===== config.mk =====
export PLATFORM = sky130hd
export DESIGN_NAME = sprite_frame_sequencer
export DESIGN_NICKNAME = d
export VERILOG_FILES = /design/src/rtl/sfs_pkg.sv /design/src/rtl/sprite_frame_sequencer.sv /design/src/rtl/sfs_div.sv
export SDC_FILE = /design/constraint.sdc
export NUM_CORES = 1
export LEC_CHECK = 0
export BUFFER_PORTS_ARGS = -buffer_cell sky130_fd_sc_hd__buf_2
export CAP_MARGIN = 40
export CORE_MARGIN = 2
export CORE_UTILIZATION = 30
export CTS_CLUSTER_DIAMETER = 40
export CTS_CLUSTER_SIZE = 20
export DETAILED_ROUTE_END_ITERATION = 16
export GPL_TIMING_DRIVEN = 0
export SLEW_MARGIN = 10
export SYNTH_ARGS = -nofsm -noshare
export SYNTH_HDL_FRONTEND = slang
export SYNTH_HIERARCHICAL = 1
export SYNTH_SLANG_ARGS = --single-unit

===== constraint.sdc =====
create_clock -name clk -period 9.5 [get_ports clk]
set_input_delay 0.95 -clock clk [delete_from_list [all_inputs] [get_ports clk]]
set_output_delay 0.95 -clock clk [all_outputs]
set_load 0.005 [all_outputs]

===== src/rtl/sfs_pkg.sv =====
// ----------------------------------------------------------------------------
// sfs_pkg
// Shared constants for the sprite frame sequencer: operation codes, register
// indexes, the frame count limit, reset period and divider request type.
// ----------------------------------------------------------------------------
package sfs_pkg;

  localparam int MAX_FRAMES = 256;

  // Largest effective frame count, the smaller of the frame limit and 256.
  localparam logic [8:0] CNT_LIMIT = 9'((MAX_FRAMES < 256) ? MAX_FRAMES : 256);

  localparam logic [2:0] OP_TICK    = 3'd0;
  localparam logic [2:0] OP_START   = 3'd1;
  localparam logic [2:0] OP_PAUSE   = 3'd2;
  localparam logic [2:0] OP_RESTART = 3'd3;
  localparam logic [2:0] OP_SET     = 3'd4;

  localparam logic [2:0] REG_FRAME_WIDTH    = 3'd0;
  localparam logic [2:0] REG_FRAME_HEIGHT   = 3'd1;
  localparam logic [2:0] REG_ORIGIN_X       = 3'd2;
  localparam logic [2:0] REG_ORIGIN_Y       = 3'd3;
  localparam logic [2:0] REG_FRAME_COUNT    = 3'd4;
  localparam logic [2:0] REG_FRAMES_PER_ROW = 3'd5;
  localparam logic [2:0] REG_FRAME_PERIOD   = 3'd6;
  localparam logic [2:0] REG_MODE           = 3'd7;

  localparam logic [23:0] PERIOD_RESET = 24'd100000;

  typedef struct packed {
    logic start;
    logic [7:0] dividend;
    logic [8:0] divisor;
  } div_req_t;

endpackage


===== src/rtl/sprite_frame_sequencer.sv =====
// ----------------------------------------------------------------------------
// sprite_frame_sequencer
// Sprite-sheet animation sequencer: ticks accumulate time and advance the
// frame, and the source rectangle origin is recomputed through a shared
// bit-serial divider followed by one multiply-add step.
//
//   channel  direction  handshake             payload
//   evt      in         evt_valid/evt_stall   op, delta_us, frame_select
//   res      out        res_valid/res_stall   frame_now, source_x/y, running,
//                                             visible
//   cfg      in         cfg_we                cfg_index, cfg_data
//
// An event that moves to a new frame (advancing tick or set-frame) reaches the
// result register through the divider iterations, a step to see the divider
// finish, the multiply-add and the output load. Any other event goes straight
// to the output load. The next event is taken once the sequencer is back in
// idle after the output load.
// A synchronous reset restores settings and state, not the output payload.
// A stalled result holds the sequencer in its output step; evt_stall is high
// whenever the sequencer is not idle.
// ----------------------------------------------------------------------------
module sprite_frame_sequencer
  import sfs_pkg::*;
(
  input  logic        clk,
  input  logic        rst,
  input  logic        evt_valid,
  output logic        evt_stall,
  input  logic [2:0]  op,
  input  logic [19:0] delta_us,
  input  logic [7:0]  frame_select,
  output logic        res_valid,
  input  logic        res_stall,
  output logic [7:0]  frame_now,
  output logic [19:0] source_x,
  output logic [19:0] source_y,
  output logic        running,
  output logic        visible,
  input  logic        cfg_we,
  input  logic [2:0]  cfg_index,
  input  logic [23:0] cfg_data
);

  localparam logic [1:0] ST_IDLE = 2'd0;
  localparam logic [1:0] ST_DIV  = 2'd1;
  localparam logic [1:0] ST_MUL  = 2'd2;
  localparam logic [1:0] ST_OUT  = 2'd3;

  logic [11:0] frame_width;
  logic [11:0] frame_height;
  logic [11:0] origin_x;
  logic [11:0] origin_y;
  logic [8:0]  frame_count;
  logic [8:0]  frames_per_row;
  logic [23:0] frame_period_us;
  logic [1:0]  mode;

  logic [1:0]  state;
  logic [24:0] elapsed_us;
  logic [7:0]  frame_reg;
  logic        running_flag;
  logic [19:0] src_x_reg;
  logic [19:0] src_y_reg;

  logic        accept;
  logic [24:0] sum;
  logic        advance;
  logic [8:0]  cnt_raw;
  logic [8:0]  cnt_eff;
  logic [8:0]  next_frame;
  logic        past_end;
  logic [7:0]  frame_next;
  logic        place;
  div_req_t    div_req;
  logic        div_done;
  logic [7:0]  div_quot;
  logic [7:0]  div_rem;
  logic        load_out;

  assign accept    = evt_valid && !evt_stall;
  assign evt_stall = (state != ST_IDLE);
  assign load_out  = (state == ST_OUT) && (!res_valid || !res_stall);

  always_comb begin
    sum        = elapsed_us + 25'(delta_us);
    advance    = running_flag && (sum >= {1'b0, frame_period_us});
    cnt_raw    = (frame_count == 9'd0) ? 9'd1 : frame_count;
    cnt_eff    = (cnt_raw > CNT_LIMIT) ? CNT_LIMIT : cnt_raw;
    next_frame = {1'b0, frame_reg} + 9'd1;
    past_end   = next_frame >= cnt_eff;
    if (op == OP_SET) begin
      frame_next = frame_select;
    end else if (past_end) begin
      frame_next = mode[0] ? 8'd0 : 8'(cnt_eff - 9'd1);
    end else begin
      frame_next = next_frame[7:0];
    end
    place = (op == OP_SET) || ((op == OP_TICK) && advance);
    div_req.start    = accept && place;
    div_req.dividend = frame_next;
    div_req.divisor  = (frames_per_row == 9'd0) ? 9'd1 : frames_per_row;
  end

  sfs_div u_div (
    .clk  (clk),
    .rst  (rst),
    .req  (div_req),
    .done (div_done),
    .quot (div_quot),
    .rem  (div_rem)
  );

  always_ff @(posedge clk) begin
    if (rst) begin
      frame_width     <= '0;
      frame_height    <= '0;
      origin_x        <= '0;
      origin_y        <= '0;
      frame_count     <= 9'd1;
      frames_per_row  <= 9'd1;
      frame_period_us <= PERIOD_RESET;
      mode            <= 2'd1;
    end else if (cfg_we) begin
      case (cfg_index)
        REG_FRAME_WIDTH:    frame_width     <= cfg_data[11:0];
        REG_FRAME_HEIGHT:   frame_height    <= cfg_data[11:0];
        REG_ORIGIN_X:       origin_x        <= cfg_data[11:0];
        REG_ORIGIN_Y:       origin_y        <= cfg_data[11:0];
        REG_FRAME_COUNT:    frame_count     <= cfg_data[8:0];
        REG_FRAMES_PER_ROW: frames_per_row  <= cfg_data[8:0];
        REG_FRAME_PERIOD:   frame_period_us <= cfg_data;
        REG_MODE:           mode            <= cfg_data[1:0];
        default: ;
      endcase
    end
  end

  always_ff @(posedge clk) begin
    if (rst) begin
      state        <= ST_IDLE;
      elapsed_us   <= '0;
      frame_reg    <= '0;
      running_flag <= 1'b0;
      src_x_reg    <= '0;
      src_y_reg    <= '0;
      res_valid    <= 1'b0;
    end else begin
      if (load_out) begin
        res_valid <= 1'b1;
      end else if (res_valid && !res_stall) begin
        res_valid <= 1'b0;
      end
      case (state)
        ST_IDLE: begin
          if (accept) begin
            state <= place ? ST_DIV : ST_OUT;
            case (op)
              OP_TICK: begin
                if (running_flag) begin
                  // On reaching the period the sum is cleared, not reduced.
                  elapsed_us <= advance ? 25'd0 : sum;
                  if (advance) begin
                    frame_reg <= frame_next;
                    if (past_end && !mode[0]) begin
                      running_flag <= 1'b0;
                    end
                  end
                end
              end
              OP_START:   running_flag <= 1'b1;
              OP_PAUSE:   running_flag <= 1'b0;
              OP_RESTART: begin
                frame_reg  <= '0;
                elapsed_us <= '0;
              end
              OP_SET:     frame_reg <= frame_next;
              default: ;
            endcase
          end
        end
        ST_DIV: begin
          if (div_done) begin
            state <= ST_MUL;
          end
        end
        ST_MUL: begin
          src_x_reg <= 20'(origin_x) + 20'(div_rem) * 20'(frame_width);
          src_y_reg <= 20'(origin_y) + 20'(div_quot) * 20'(frame_height);
          state     <= ST_OUT;
        end
        ST_OUT: begin
          if (load_out) begin
            state <= ST_IDLE;
          end
        end
        default: state <= ST_IDLE;
      endcase
    end
  end

  always_ff @(posedge clk) begin
    if (load_out) begin
      frame_now <= frame_reg;
      source_x  <= src_x_reg;
      source_y  <= src_y_reg;
      running   <= running_flag;
      visible   <= running_flag || mode[1];
    end
  end

  a_busy_stalls : assert property (@(posedge clk) disable iff (rst)
    (state != ST_IDLE) |-> evt_stall)
    else $error("event taken while busy");

  a_accept_leaves_idle : assert property (@(posedge clk) disable iff (rst)
    accept |=> (state != ST_IDLE))
    else $error("accepted word produced no work");

  a_result_from_out : assert property (@(posedge clk) disable iff (rst)
    $rose(res_valid) |-> ($past(state) == ST_OUT))
    else $error("result word raised outside the output step");

  a_div_only_when_placing : assert property (@(posedge clk) disable iff (rst)
    div_done |-> (state == ST_DIV))
    else $error("divider finished outside the divide step");

endmodule


===== src/rtl/sfs_div.sv =====
// ----------------------------------------------------------------------------
// sfs_div
// Restoring divider, one quotient bit per cycle: an 8-bit frame index divided
// by a 9-bit frames-per-row value, giving row and column.
// ----------------------------------------------------------------------------
module sfs_div
  import sfs_pkg::*;
(
  input  logic       clk,
  input  logic       rst,
  input  div_req_t   req,
  output logic       done,
  output logic [7:0] quot,
  output logic [7:0] rem
);

  logic [7:0] work;
  logic [7:0] part;
  logic [8:0] divisor;
  logic [2:0] count;
  logic       busy;
  logic [8:0] shifted;
  logic       fits;
  logic [8:0] diff;

  assign shifted = {part, work[7]};
  assign fits    = shifted >= divisor;
  assign diff    = shifted - divisor;

  always_ff @(posedge clk) begin
    if (rst) begin
      busy  <= 1'b0;
      done  <= 1'b0;
      count <= '0;
    end else begin
      done <= 1'b0;
      if (req.start) begin
        busy    <= 1'b1;
        count   <= '0;
        work    <= req.dividend;
        part    <= '0;
        divisor <= req.divisor;
      end else if (busy) begin
        // The dividend shifts out at the top while quotient bits enter below.
        work  <= {work[6:0], fits};
        part  <= fits ? diff[7:0] : shifted[7:0];
        count <= count + 3'd1;
        if (count == 3'd7) begin
          busy <= 1'b0;
          done <= 1'b1;
        end
      end
    end
  end

  assign quot = work;
  assign rem  = part;

  a_done_after_busy : assert property (@(posedge clk) disable iff (rst)
    done |-> $past(busy))
    else $error("divider finished without running");

  a_rem_below_divisor : assert property (@(posedge clk) disable iff (rst)
    done |-> ({1'b0, rem} < divisor))
    else $error("remainder not below divisor");

  a_busy_sticks : assert property (@(posedge clk) disable iff (rst)
    (busy && count != 3'd7 && !req.start) |=> busy)
    else $error("divider dropped busy early");

endmodule


==> flow_summary.json <==
{
  "cp-end-kind": "register",
  "yosysWarnings": 6,
  "relSlewSlack_pct": 36.19,
  "reg2reg_to": "u_div/rem[5]",
  "switching_power_uw": 990.6,
  "rsz0062_at_grt": "false",
  "worstSkewPairLatency_ns": 0.59,
  "netlist_area_mm2": 0.01841,
  "clk_pin_slew_ns": 0.05,
  "die-area_mm2": 0.06335,
  "fin_crit_ns": 6.855,
  "viasPerCell": 4.866,
  "antenna_left": 0,
  "hold_viol_final": 0,
  "multi_input_area_mm2": 0.01141,
  "cts.htree.levels": 2,
  "grt_pass1_vias": 15060,
  "hold_depth": 0,
  "finalWirelength_mm": 49.62,
  "power_leakage_uw": 0.009283,
  "cts_hold_buffers": 0,
  "muxShareOfSynthArea_pct": 2.943,
  "setup_viol": 0,
  "vias": 14740,
  "critPathArrivalTime_ns": 7.13,
  "die_w_um": 251.7,
  "regArea_mm2": 0.005736,
  "place_hpwl_mm": 39.53,
  "worst_pin_slew_ns": 0.9499,
  "largest_register_ffs": 25,
  "worstSetupStartpointType": "input port",
  "place_ws_ns": 2.191,
  "syn_area_per_cell_um2": 8.992,
  "reg2reg_from": "elapsed_us[0]",
  "ios": 115,
  "min_from": "src_y_reg[13]",
  "synth-xor-area-share_pct": 2.474,
  "hold_path_end": "source_y[13]",
  "final_area_mm2": 0.02159,
  "switching_share_pct": 29.73,
  "synthCells": 2047,
  "rr_worst_depth": 21,
  "synthFlopType": "dfxtp_1",
  "vdd_ir_drop_max_uv": 141.5,
  "drv_cap": 0,
  "clockBufferDepth": 3,
  "synth_cell_type_count": 83,
  "place_congestion": 0.8897,
  "grt_pass1_wl_mm": 79.78,
  "async_reset_ff_share_pct": 0,
  "critPathRequiredTime_ns": 9.78,
  "fin_crit_sh_pct": 72.15,
  "p_int_uw": 2342,
  "numCtsBuffers": 46,
  "ys_ff_latch": 249,
  "largestRegisters": "elapsed_us x25, frame_period_us x24",
  "synth_top_family_by_area": "adder cells",
  "overflow": 0,
  "placed_area_mm2": 0.02001,
  "drc": 0,
  "path_max_fanout": 10,
  "std_cell_rows": 90,
  "coreArea_mm2": 0.06047,
  "cts_sinks": 249,
  "synth_compound_area_share_pct": 12.66,
  "antenna_found_initial": 7,
  "p_per_area_mw_per_mm2": 154.4,
  "cts_setup_buffers": 0,
  "grt_max_degree": 26,
  "synth-adder-area-share_pct": 26.08,
  "synth-simple-area-share_pct": 17.79,
  "hold_class": "register to register",
  "setup_slack_ns": 2.645,
  "die_h_um": 251.7,
  "io_buffers": 109,
  "setup_tns_ns": 0,
  "ctsResizeCount": 0,
  "grt.total_usage_pct": 15.77,
  "worst-setup-path-type": "input port to register",
  "slew_violations": 0,
  "synth.yosys.seq_area_share_pct": 31.16,
  "nets": 2568,
  "status": "finished clean",
  "synth-edff-count": 75,
  "drt_pass1_iterations": 8,
  "areaGrowthSynthToFinish_pct": 17.27,
  "synth.net_count": 2406,
  "drive_gt1_share_pct": 10.68,
  "nFillCells": 6065,
  "cts_tree": "done",
  "combPwrFrac_pct": 15.1,
  "skew_ns": 0.02534,
  "clockPowerShare_pct": 49.0,
  "routedWlPerCell_um": 16.38,
  "n_antenna_cell": 0,
  "r2r_setup_slack_ns": 2.84,
  "drtIter0Drc": 798,
  "initial_core_util_pct": 30.44,
  "cts_root_buf": "clkbuf_16",
  "seqPwrFrac_pct": 35.9,
  "fmax_ghz": 0.1459,
  "regMostFlops": "elapsed_us"
}
[how the worst max path moves through the flow]
stage                startpoint             to  slack (ns)  cells after the start
floorplan           delta_us[0]  u_div/quot[0]        3.41                     20
global placement    delta_us[0]   u_div/rem[7]        1.67                     21
detailed placement  delta_us[0]   u_div/rem[6]        2.19                     22
CTS                 delta_us[0]   u_div/rem[4]        2.73                     22
global route        delta_us[0]   u_div/rem[4]        2.32                     22
finish              delta_us[0]   u_div/rem[5]        2.65                     22
[power groups by stage]
stage	registers [uW]	clock network, uW	logic (uW)
final	1200	1630	503
after global routing	1200	1720	559
after CTS	1200	1670	510
after detailed placement	1220	0	507
after global placement	1230	0	480
after floorplan	1220	0	312
[logic make-up (layout without fill, tap and decap cells)]
| kind of cell | Yosys count | after routing |
|---|---|---|
| mux | 51 | 51 |
| simple gates | 713 | 713 |
| compound gates | 350 | 350 |
| xor+xnor | 52 | 52 |
| buf+inv | 336 | 536 |
| flops | 249 | 249 |
| fa+ha+maj | 296 | 296 |
[through the flow]
step,hold WS (ns),total power [uW],utilization (%),instances
6_report,0.4288,3333,35.70,3029
5_1_grt,0.4369,3479,35.70,3029
4_1_cts,0.4323,3380,35.70,3029
3_5_place_dp,0.4182,1727,33.09,2943
3_3_place_gp,0.4200,1709,32.96,2938
2_1_floorplan,0.4005,1530,-,2047
[synth_stat cells (all sizes together) (6+ instances only)]
cell type  number  area [um^2]
o211ai         10        75.07
a22o            6        52.55
xnor2          32        280.3
o311ai         10        87.59
o21ai          46        245.2
dfxtp         174         3483
a32o            7        70.07
nand3b         16        120.1
nor2          127        479.2
nand2         348         1306
o21a           18        136.4
a21o            9        67.56
mux2i          38        380.4
nor4           11        68.82
a21boi          6        45.04
nand2b         14        87.58
or3             8        50.05
mux2           13        161.4
inv           236        885.9
a211oi         20        155.1
nor3           29        145.1
edfxtp         75         2252
and3           11        68.82
clkbuf         88        331.6
nand3          22        110.1
a31oi           8        50.05
a21oi         138        701.9
fa            146         2923
ha            150         1877
and2           72        450.4
a22oi          23        172.7
nand4           8        56.30
o31ai           6        58.81
a211o           7        61.31
xor2           20        175.2
buf            12        52.55
nor2b          26        162.7
[layout by cell type, fill, tap and decap left out, types with 44 or more instances in the layout]
cell / count
inv_1: 236
ha_1: 150
nand2_1: 348
dfxtp_1: 174
clkbuf_16: 49
fa_1: 146
a21oi_1: 137
clkbuf_1: 89
o21ai_0: 44
nor2_1: 125
edfxtp_1: 75
and2_1: 72
buf_2: 112
[routing by layer]
metal	share of wire [%]	up-vias	GRT usage (%)
met3	5.6	77	3.312
met5	0.17	-	0
met4	2.0	12	4.371
li1	-	7176	-
met1	45	7145	20.16
met2	47	328	26.87
[layout make-up]
type / instances / area share, %
buffer: 100 / 1.780
clock buffer: 53 / 5.843
clock inverter: 33 / 1.455
inverter: 236 / 4.104
multi-input combinational: 1462 / 52.88
sequential: 249 / 26.57
tap: 782 / 4.533
timing repair buffer: 114 / 2.834
[worst max-delay path: stages]
cell       delay (ns)
buf_2            0.12
ha_1             0.24
fa_1             0.44
a211oi_1         0.33
o21ai_0          0.29
a41oi_2          0.29
o21ai_0          0.22
a2111o_1         0.46
o311ai_0         0.19
ha_1             0.25
nand4_1          0.15
nor4_1           0.31
a2111oi_0        0.11
a31oi_1          0.49
nor4b_1          0.13
mux2i_1          0.23
o2bb2ai_2        0.30
and2_1           0.37
clkbuf_1         0.45
nor2_1           0.14
nor2_2           0.43
buf_6            0.22
No activity file was read; power rests on OpenSTA's default activity.
